### config.mk
export PLATFORM = sky130hd
export DESIGN_NAME = stable_segment_throw_tracker
export DESIGN_NICKNAME = d
export VERILOG_FILES = /design/src/rtl/sstt_pkg.sv /design/src/rtl/sstt_div.sv /design/src/rtl/stable_segment_throw_tracker.sv
export SDC_FILE = /design/constraint.sdc
export NUM_CORES = 1
export LEC_CHECK = 0
export ABC_CLOCK_PERIOD_IN_PS = 8300
export BUFFER_PORTS_ARGS = -buffer_cell sky130_fd_sc_hd__buf_2
export CAP_MARGIN = 0
export CORE_ASPECT_RATIO = 0.7
export CORE_MARGIN = 2
export CORE_UTILIZATION = 65
export CTS_BUF_LIST = sky130_fd_sc_hd__clkbuf_4 sky130_fd_sc_hd__clkbuf_8
export DETAILED_ROUTE_END_ITERATION = 8
export HOLD_SLACK_MARGIN = 0.12
export PLACE_DENSITY = 0.86
export SYNTH_ARGS = -nofsm -noshare
export SYNTH_HDL_FRONTEND = slang
export SYNTH_SLANG_ARGS = --single-unit
### constraint.sdc
create_clock -name clk_i -period 8.3 [get_ports clk_i]
set_input_delay 1.245 -clock clk_i [delete_from_list [all_inputs] [get_ports clk_i]]
set_output_delay 1.245 -clock clk_i [all_outputs]
set_load 0.02 [all_outputs]
### src/rtl/sstt_pkg.sv
`timescale 1ns / 1ps

package sstt_pkg;

  localparam int unsigned SSTT_SAMPLE_BITS = 10;
  localparam int unsigned SSTT_TIME_BITS   = 32;

  // Width of the quotient of the distance fraction (Q1.15).
  localparam int unsigned SSTT_FRAC_BITS   = 16;

  localparam int unsigned SSTT_THRESH_RESET = 8;

  // Configuration register indexes.
  localparam logic [1:0] CFG_THRESHOLD = 2'd0;
  localparam logic [1:0] CFG_FRONT     = 2'd1;
  localparam logic [1:0] CFG_BACK      = 2'd2;

  typedef struct packed {
    logic busy;
    logic done;
  } sstt_div_stat_t;

endpackage

### src/rtl/sstt_div.sv
`timescale 1ns / 1ps

// Bit-serial restoring divider for (dist * 2^15) / span, one quotient bit per cycle.
module sstt_div import sstt_pkg::*; #(
  parameter int unsigned SAMPLE_BITS = SSTT_SAMPLE_BITS
) (
  input  logic                      clk_i,
  input  logic                      rst_ni,
  input  logic                      start_i,
  input  logic [SAMPLE_BITS-1:0]    dist_i,
  input  logic [SAMPLE_BITS-1:0]    span_i,
  output logic [SSTT_FRAC_BITS-1:0] quot_o,
  output sstt_div_stat_t            stat_o
);

  localparam int unsigned CNT_W = $clog2(SSTT_FRAC_BITS);

  logic [SAMPLE_BITS-1:0]    rem_q, rem_d;
  logic [SAMPLE_BITS-1:0]    dvs_q, dvs_d;
  logic [SSTT_FRAC_BITS-1:0] quot_q, quot_d;
  logic [CNT_W-1:0]          cnt_q, cnt_d;
  logic                      lsb_q, lsb_d;
  logic                      busy_q, busy_d;
  logic                      done_q, done_d;

  logic [SAMPLE_BITS:0] trial;
  logic [SAMPLE_BITS:0] diff;
  logic                 ge;
  logic                 sat;

  // The quotient fits in 16 bits exactly when dist is below twice the span.
  assign sat   = {1'b0, dist_i} >= {span_i, 1'b0};
  assign trial = {rem_q, ((cnt_q == CNT_W'(SSTT_FRAC_BITS - 1)) ? lsb_q : 1'b0)};
  assign diff  = trial - {1'b0, dvs_q};
  assign ge    = trial >= {1'b0, dvs_q};

  always_comb begin
    rem_d  = rem_q;
    dvs_d  = dvs_q;
    quot_d = quot_q;
    cnt_d  = cnt_q;
    lsb_d  = lsb_q;
    busy_d = busy_q;
    done_d = 1'b0;
    if (start_i) begin
      if (span_i == '0) begin
        quot_d = '0;
        done_d = 1'b1;
      end else if (sat) begin
        quot_d = '1;
        done_d = 1'b1;
      end else begin
        // The upper dividend bits, dist >> 1, are already below the span.
        rem_d  = {1'b0, dist_i[SAMPLE_BITS-1:1]};
        lsb_d  = dist_i[0];
        dvs_d  = span_i;
        quot_d = '0;
        cnt_d  = CNT_W'(SSTT_FRAC_BITS - 1);
        busy_d = 1'b1;
      end
    end else if (busy_q) begin
      rem_d  = ge ? diff[SAMPLE_BITS-1:0] : trial[SAMPLE_BITS-1:0];
      quot_d = {quot_q[SSTT_FRAC_BITS-2:0], ge};
      cnt_d  = cnt_q - 1'b1;
      if (cnt_q == '0) begin
        busy_d = 1'b0;
        done_d = 1'b1;
      end
    end
  end

  always_ff @(posedge clk_i or negedge rst_ni) begin
    if (!rst_ni) begin
      busy_q <= 1'b0;
      done_q <= 1'b0;
      cnt_q  <= '0;
    end else begin
      busy_q <= busy_d;
      done_q <= done_d;
      cnt_q  <= cnt_d;
    end
  end

  always_ff @(posedge clk_i) begin
    rem_q  <= rem_d;
    dvs_q  <= dvs_d;
    quot_q <= quot_d;
    lsb_q  <= lsb_d;
  end

  assign quot_o      = quot_q;
  assign stat_o.busy = busy_q;
  assign stat_o.done = done_q;

endmodule

### src/rtl/stable_segment_throw_tracker.sv
`timescale 1ns / 1ps

// Channel  | Direction | Payload (lowest bits first)
// s_axis   | in        | sample, time_stamp
// m_axis   | out       | is_stable, throw_done, throw_duration, distance_fraction, span_zero
// cfg      | in        | cfg_index_i selects threshold, front or back; cfg_data_i value
//
// A sample passes through these steps before the next s_axis transaction is taken:
// the state update, the load of the divider, the bit-serial quotient of the
// distance fraction, the hand-over and the output register.
// A zero span or a saturated fraction skips the bit-serial quotient.
// Reset is asynchronous, active low; all tracking state returns to its initial value.
// A stalled m_axis holds the finished result while the next sample is being tracked.
module stable_segment_throw_tracker import sstt_pkg::*; #(
  parameter int unsigned SAMPLE_BITS = SSTT_SAMPLE_BITS,
  parameter int unsigned TIME_BITS   = SSTT_TIME_BITS,
  localparam int unsigned IN_W  = ((SAMPLE_BITS + TIME_BITS + 7) / 8) * 8,
  localparam int unsigned OUT_W = ((TIME_BITS + SSTT_FRAC_BITS + 3 + 7) / 8) * 8
) (
  input  logic                   clk_i,
  input  logic                   rst_ni,
  input  logic                   s_axis_tvalid,
  output logic                   s_axis_tready,
  input  logic [IN_W-1:0]        s_axis_tdata,  // sample, time_stamp
  output logic                   m_axis_tvalid,
  input  logic                   m_axis_tready,
  // is_stable, throw_done, throw_duration, distance_fraction, span_zero
  output logic [OUT_W-1:0]       m_axis_tdata,
  input  logic                   cfg_valid_i,
  output logic                   cfg_ready_o,
  input  logic [1:0]             cfg_index_i,
  input  logic [SAMPLE_BITS-1:0] cfg_data_i
);

  localparam logic [1:0] ST_IDLE  = 2'd0;
  localparam logic [1:0] ST_START = 2'd1;
  localparam logic [1:0] ST_WAIT  = 2'd2;
  localparam logic [1:0] ST_OUT   = 2'd3;

  logic [1:0] state_q, state_d;

  logic [SAMPLE_BITS-1:0] thr_q, front_q, back_q;

  logic [SAMPLE_BITS-1:0] prev_q, start_smp_q, end_smp_q;
  logic [TIME_BITS-1:0]   start_time_q, end_time_q;
  logic                   prev_stable_q, expect_start_q;
  logic                   stable_q, done_flag_q;
  logic [SSTT_FRAC_BITS-1:0] frac_q;

  logic             m_valid_q;
  logic [OUT_W-1:0] m_data_q;

  logic                   in_fire;
  logic                   out_free;
  logic [SAMPLE_BITS-1:0] smp;
  logic [TIME_BITS-1:0]   tstamp;
  logic [SAMPLE_BITS-1:0] jump;
  logic                   stable;
  logic                   first_stable;
  logic [SAMPLE_BITS-1:0] throw_dist;
  logic [SAMPLE_BITS-1:0] span;
  logic                   div_start;
  logic [SSTT_FRAC_BITS-1:0] div_quot;
  sstt_div_stat_t         div_stat;
  logic [OUT_W-1:0]       out_word;

  assign smp    = s_axis_tdata[SAMPLE_BITS-1:0];
  assign tstamp = s_axis_tdata[SAMPLE_BITS +: TIME_BITS];

  assign s_axis_tready = (state_q == ST_IDLE);
  assign in_fire       = s_axis_tvalid && s_axis_tready;
  assign out_free      = !m_valid_q || m_axis_tready;
  assign cfg_ready_o   = 1'b1;

  assign jump         = (prev_q >= smp) ? (prev_q - smp) : (smp - prev_q);
  assign stable       = jump < thr_q;
  assign first_stable = stable && !prev_stable_q;

  assign throw_dist = (start_smp_q >= end_smp_q) ? (start_smp_q - end_smp_q)
                                                 : (end_smp_q - start_smp_q);
  assign span = (back_q >= front_q) ? (back_q - front_q) : (front_q - back_q);

  assign div_start = (state_q == ST_START);

  sstt_div #(
    .SAMPLE_BITS(SAMPLE_BITS)
  ) u_div (
    .clk_i  (clk_i),
    .rst_ni (rst_ni),
    .start_i(div_start),
    .dist_i (throw_dist),
    .span_i (span),
    .quot_o (div_quot),
    .stat_o (div_stat)
  );

  always_comb begin
    state_d = state_q;
    unique case (state_q)
      ST_IDLE:  if (in_fire) state_d = ST_START;
      ST_START: state_d = ST_WAIT;
      ST_WAIT:  if (div_stat.done) state_d = ST_OUT;
      ST_OUT:   if (out_free) state_d = ST_IDLE;
      default:  state_d = ST_IDLE;
    endcase
  end

  always_comb begin
    out_word = '0;
    out_word[0] = stable_q;
    out_word[1] = done_flag_q;
    out_word[2 +: TIME_BITS] = end_time_q - start_time_q;
    out_word[TIME_BITS + 2 +: SSTT_FRAC_BITS] = frac_q;
    out_word[TIME_BITS + SSTT_FRAC_BITS + 2] = (span == '0);
  end

  always_ff @(posedge clk_i or negedge rst_ni) begin
    if (!rst_ni) begin
      state_q        <= ST_IDLE;
      thr_q          <= SAMPLE_BITS'(SSTT_THRESH_RESET);
      front_q        <= '0;
      back_q         <= '1;
      prev_q         <= '0;
      prev_stable_q  <= 1'b0;
      expect_start_q <= 1'b1;
      start_smp_q    <= '0;
      start_time_q   <= '0;
      end_smp_q      <= '0;
      end_time_q     <= '0;
      m_valid_q      <= 1'b0;
    end else begin
      state_q <= state_d;

      if (cfg_valid_i) begin
        unique case (cfg_index_i)
          CFG_THRESHOLD: thr_q   <= cfg_data_i;
          CFG_FRONT:     front_q <= cfg_data_i;
          CFG_BACK:      back_q  <= cfg_data_i;
          default:       ;
        endcase
      end

      if (in_fire) begin
        prev_q        <= smp;
        prev_stable_q <= stable;
        // The first stable sample of a run alternately marks the start and the end.
        if (first_stable) begin
          expect_start_q <= !expect_start_q;
          if (expect_start_q) begin
            start_smp_q  <= smp;
            start_time_q <= tstamp;
          end else begin
            end_smp_q  <= smp;
            end_time_q <= tstamp;
          end
        end
      end

      if (state_q == ST_OUT && out_free) begin
        m_valid_q <= 1'b1;
      end else if (m_axis_tready) begin
        m_valid_q <= 1'b0;
      end
    end
  end

  always_ff @(posedge clk_i) begin
    if (in_fire) begin
      stable_q    <= stable;
      done_flag_q <= first_stable && !expect_start_q;
    end
    if (state_q == ST_WAIT && div_stat.done) begin
      frac_q <= div_quot;
    end
    if (state_q == ST_OUT && out_free) begin
      m_data_q <= out_word;
    end
  end

  assign m_axis_tvalid = m_valid_q;
  assign m_axis_tdata  = m_data_q;

endmodule

# Word-level counts from Yosys, hierarchy flattened
# Index checks and enable logic that the tools add are counted.
classes:
  n_addsub: 9
  order_cmp: 6
  n_eq_ne: 11
  n_mux: 33
  bitwise_logic: 3
  reduce_logical: 25
ops:
  columns: ["operator", "n"]
  rows:
  - ["10-bit 2-to-1 mux", 8]
  - ["10-bit subtractor", 7]
  - ["16-bit 2-to-1 mux", 4]
  - ["32-bit subtractor", 1]
  - ["10-bit greater-or-equal comparator", 3]
  - ["4-bit 2-to-1 mux", 4]
  - ["3-bit AND reduction", 5]
  - ["1-bit 2-to-1 mux", 13]
  - ["10-bit by 11-bit greater-or-equal comparator with 1-bit output", 1]
  - ["11-bit by 10-bit greater-or-equal comparator with 1-bit output", 1]
  - ["10-bit zero test", 1]
  - ["10-bit < comparator", 1]
  - ["2-bit AND reduction", 5]
  - ["2-bit case mux with 4 select lines", 1]
  - ["2-bit equality test (second input constant)", 3]
  - ["2-bit 2-to-1 mux", 3]
  - ["2-bit inequality test (second input constant)", 3]
  - ["1-bit logical AND", 5]
  - ["2-bit by 1-bit equality test with 1-bit output (second input constant)", 2]
  - ["4-bit equality test (second input constant)", 1]
  - ["2-bit zero test", 2]
  - ["4-bit zero test", 1]
  - ["2-bit by 1-bit inequality test with 1-bit output (second input constant)", 2]
  - ["2-bit nonzero test", 2]
  - ["other kinds (4)", 8]
word_totals:
  regBits: 241
  input_bits: 65
  out_inout_bits: 59
  elab_cells: 110

# Longest topological paths before layout
depth:
  ltp_word: 6
  depth_mapped: 21

# Hierarchy
# A second synthesis with hierarchy kept.
unflattened:
  hier_cells: 1243
  hier_area_um2: 13947.1
by_module_without_submodules:
  columns: ["module", "instances", "cells_per_inst", "area_per_inst_um2"]
  rows:
  - ["stable_segment_throw_tracker", 1, 1004, 11392.2]
  - ["sstt_div", 1, 239, 2555.0]

# Worst setup path after synthesis
# OpenSTA, ideal clock, no wires.
synth_timing:
  kind: "input port to flip-flop"
  start: "input port s_axis_tdata[5]"
  end: "register start_time_q[30]"
  setup_ns: 0.125
  arrival_time_ns: 5.528
  slack_ns: 2.647
  path_stages: 19
  n_path_buf: 3
  cell_sequence: "inv_1 ha_1 clkbuf_1 a21o_1 a21o_1 a221o_1 nor2_2 buf_2 mux2_2 ha_1 a21boi_0 o21a_1 o21a_1 o21a_1 o21ai_0 a21oi_1 nor4_2 buf_2 mux2_2"
synth_via:
  elab_chain_len: 5
synth_lines:
  columns: ["element", "line_no", "rtl"]
  rows:
  - ["from (decl)", "stable_segment_throw_tracker.sv:24", "input logic [IN_W-1:0] s_axis_tdata,"]
  - ["10-bit subtractor / 10-bit greater-or-equal comparator (equally long branches)", "stable_segment_throw_tracker.sv:75", "assign jump = (prev_q >= smp) ? (prev_q - smp) : (smp - prev_q);"]
  - ["10-bit 2-to-1 mux *", "stable_segment_throw_tracker.sv:75", null]
  - ["10-bit < comparator *", "stable_segment_throw_tracker.sv:76", "assign stable = jump < thr_q;"]
  - ["1-bit logical AND *", "stable_segment_throw_tracker.sv:77", "assign first_stable = stable && !prev_stable_q;"]
  - ["3-bit AND reduction (no source line) *", null, null]
  - ["to (signal assigned)", "stable_segment_throw_tracker.sv:151", "start_time_q <= tstamp;"]
  - ["to (decl)", "stable_segment_throw_tracker.sv:45", "logic [TIME_BITS-1:0] start_time_q, end_time_q;"]
# Mark *: on every way between the ends. The rest lies on a longest branch, timed or not.
# A chain may end at the register's enable or synchronous reset.

# Worst setup path after layout
layout_timing:
  start: "input port s_axis_tdata[0]"
  end: "register end_time_q[13]"
layout_via:
  elab_chain_len: 5
layout_lines:
  columns: ["element", "line_no", "rtl"]
  rows:
  - ["10-bit subtractor / 10-bit greater-or-equal comparator (equally long branches)", "stable_segment_throw_tracker.sv:75", null]
  - ["10-bit 2-to-1 mux *", "stable_segment_throw_tracker.sv:75", null]
  - ["10-bit < comparator *", "stable_segment_throw_tracker.sv:76", null]
  - ["1-bit logical AND *", "stable_segment_throw_tracker.sv:77", null]
  - ["3-bit AND reduction (no source line) *", null, null]
  - ["to (signal assigned)", "stable_segment_throw_tracker.sv:154", "end_time_q <= tstamp;"]
  - ["to (decl)", "stable_segment_throw_tracker.sv:45", null]
# Marked as above.

==> flow_metrics.tcl <==
set metrics [dict create \
    status "finished, final reports clean" \
    pin_count 124 \
    path_clk_slew_ns 0.06 \
    finalCriticalPeriod_ns 6.21 \
    cts_tree "done" \
    critPathTopFamily "compound AO/OA/AOI/OAI gates" \
    reg2reg_to "u_div.rem_q[8]" \
    cp_max_fo 24 \
    io_buffers 111 \
    layout-drive-gt1-share_pct 21.0 \
    critPathKind "in -> reg" \
    clock_skew_ns 0.0327 \
    drt_iter0_drc 792 \
    r2r_cells 19 \
    die_area_um2 23500 \
    cts_resized 0 \
    synth-main-ff-cell "dfrtp_1" \
    seq_area_frac_synth_pct 45.3 \
    synth_area_um2 14500 \
    slew_headroom_pct 24.0 \
    syn_avg_cell_area_um2 10.8 \
    syn_to_final_growth_pct 10.9 \
    tightest_slew_ns 1.14 \
    hold_path.class "reg -> reg" \
    grt_pass1_wl_mm 50.4 \
    grt_max_degree 70 \
    totalWireLength_mm 30.7 \
    synth_top_area_cell "edfxtp_1" \
    cp.arrival_ns 6.64 \
    ys_warn_count 0 \
    place_hpwl_mm 22.4 \
    synthTopCellsByArea "edfxtp_1 22%, dfrtp_1 21%, ha_1 11%, mux2_2 7.1%, inv_1 4.4%" \
    setup_viol 0 \
    antenna_found_initial 0 \
    diodes 0 \
    rows 45 \
    clk_path_buf_depth 3 \
    post-cts-setup-buffer-count 0 \
    core_area_um2 21800 \
    grt_use_total_pct 26.6 \
    r2r_start "start_smp_q[0]" \
    ys_ff_latch 241 \
    final_hold_viol_count 0 \
    start_kind "input pin" \
    setup-tns-final_ns 0 \
    drtAntennaViolNets 0 \
    fmax_ghz 0.161 \
    synth-edff-count 106 \
    synth_cell_types 84 \
    start_util_pct 66.6 \
    drtPass1Iterations 5 \
    clk_root_buffer_cell "clkbuf_8" \
    cp.depth 19 \
    vias_per_cell 5.93 \
    cts_buffers 37 \
    rsz0062_at_grt "false" \
    cpPeakStageDelay_ns 0.68 \
    cts_hold_buffers 0 \
    crit_end "end_time_q[13]" \
    cap_violations 0 \
    grt_pass1_vias 10397 \
    gp_congestion 0.926 \
    rrSetupSlack_ns 2.28 \
    clk_latency_ns 0.56 \
    die_x_um 183 \
    critPathBufInv 3 \
    synth-async-reset-ratio_pct 56.0 \
    final_common_cell "inv_1" \
    startpoint "s_axis_tdata[0]" \
    slew_violations 0 \
    cp_cell_sequence "buf_2 > ha_1 > inv_1 > fa_1 > a21oi_1 > o221ai_1 > a221o_1 > nor2_2 > mux2i_1 > o211ai_1 > a31oi_1 > xnor2_1 > ha_1 > o211a_1 > o21ai_0 > a21oi_1 > or3_2 > buf_4 > mux2_2" \
    synth_top_area_share_pct 21.9 \
    post_drt_wl_per_cell_um 17.3 \
    worstPathRequired_ns 8.73 \
    chipHeight_um 129 \
    fin_crit_sh_pct 74.8 \
    final_cell_mix "171 x inv_1, 123 x dfrtp_1, 122 x ha_1" \
    syn_inst 1342 \
    cpMaxStageDelayCell "or3_2" \
    critPathCaptureType "flop" \
    cts_sinks 241 \
    htree_levels 2 \
    routed-via-count 10508 \
    finalNetCount 1656 \
    drc 0 \
    grt-ovfl-total 0 \
]
==> per-stage QoR <==
step	hold WS, ns	util [%]	setup slack (ns)	cell area, um2	std cells
floorplan	0.400	-	2.65	14500	1346
global placement	0.402	70.2	1.73	15300	1704
detailed placement	0.405	70.2	1.65	15300	1704
CTS	0.420	73.8	2.21	16100	1772
global route	0.426	73.8	1.83	16100	1772
finish	0.419	73.8	2.09	16100	1772
==> cell usage after synthesis, types with 14 or more instances <==
cell,count
mux2i_1,36
mux2_2,92
edfxtp_1,106
a21o_1,41
ha_1,122
xnor2_1,29
xor2_1,22
o32ai_1,16
nor3_1,14
o211ai_1,18
inv_1,171
o21a_1,25
nor2b_1,19
a21oi_1,66
a211oi_1,14
o21ai_0,60
nand3_1,27
nand2_1,69
clkbuf_1,22
nor2_1,50
dfrtp_1,123
==> routing by layer <==
layer  vias to the layer above  share of wire [%]  track usage [%]
li1                       5026                  -                -
met3                        53                6.6             4.90
met5                         -                  0                0
met1                      5079                 47             38.8
met4                         0                1.7             7.26
met2                       350                 45             41.3
==> final cells by class <==
cell class	count	area (um2)
flip-flops and latches	241	6580
well taps	282	353
inverters	172	646
clock inverters	20	188
fillers	1490	5700
clock buffers	48	611
multi-input cells	889	7070
repair buffers	120	642
==> sequential cells by signal, indices dropped and copies added, names as in the netlist, 16 cells and up <==
signal,count
end_time_q,32
m_axis_tdata,51
start_time_q,32
u_div.quot_o,16
frac_q,16
==> cells by family (layout without fill, tap and decap cells) <==
group,count (synthesis),count (layout),share of synthesized area (%)
AND/OR/NAND/NOR,258,258,9.04
XOR/XNOR,51,51,3.08
flip-flops,241,241,45.3
buffers and inverters,216,360,6.13
multiplexers,128,128,9.63
adder cells (fa/ha/maj),130,130,11.6
other,2,6,0.0518
AO/OA/AOI/OAI,316,316,15.1
==> how the worst min path moves through the flow <==
stage	from	to	slack [ns]	cells after the start
4_1_cts	stable_q	m_axis_tdata[0]	0.42	0
3_5_place_dp	stable_q	m_axis_tdata[0]	0.40	0
3_3_place_gp	frac_q[8]	m_axis_tdata[42]	0.40	0
2_1_floorplan	u_div.quot_o[15]	frac_q[15]	0.40	0
6_report	frac_q[3]	m_axis_tdata[37]	0.42	0
5_1_grt	u_div.quot_o[15]	frac_q[15]	0.43	0
Power is not shown: default switching activity piles up to over one toggle a cycle in this logic, so the estimate is an artifact.
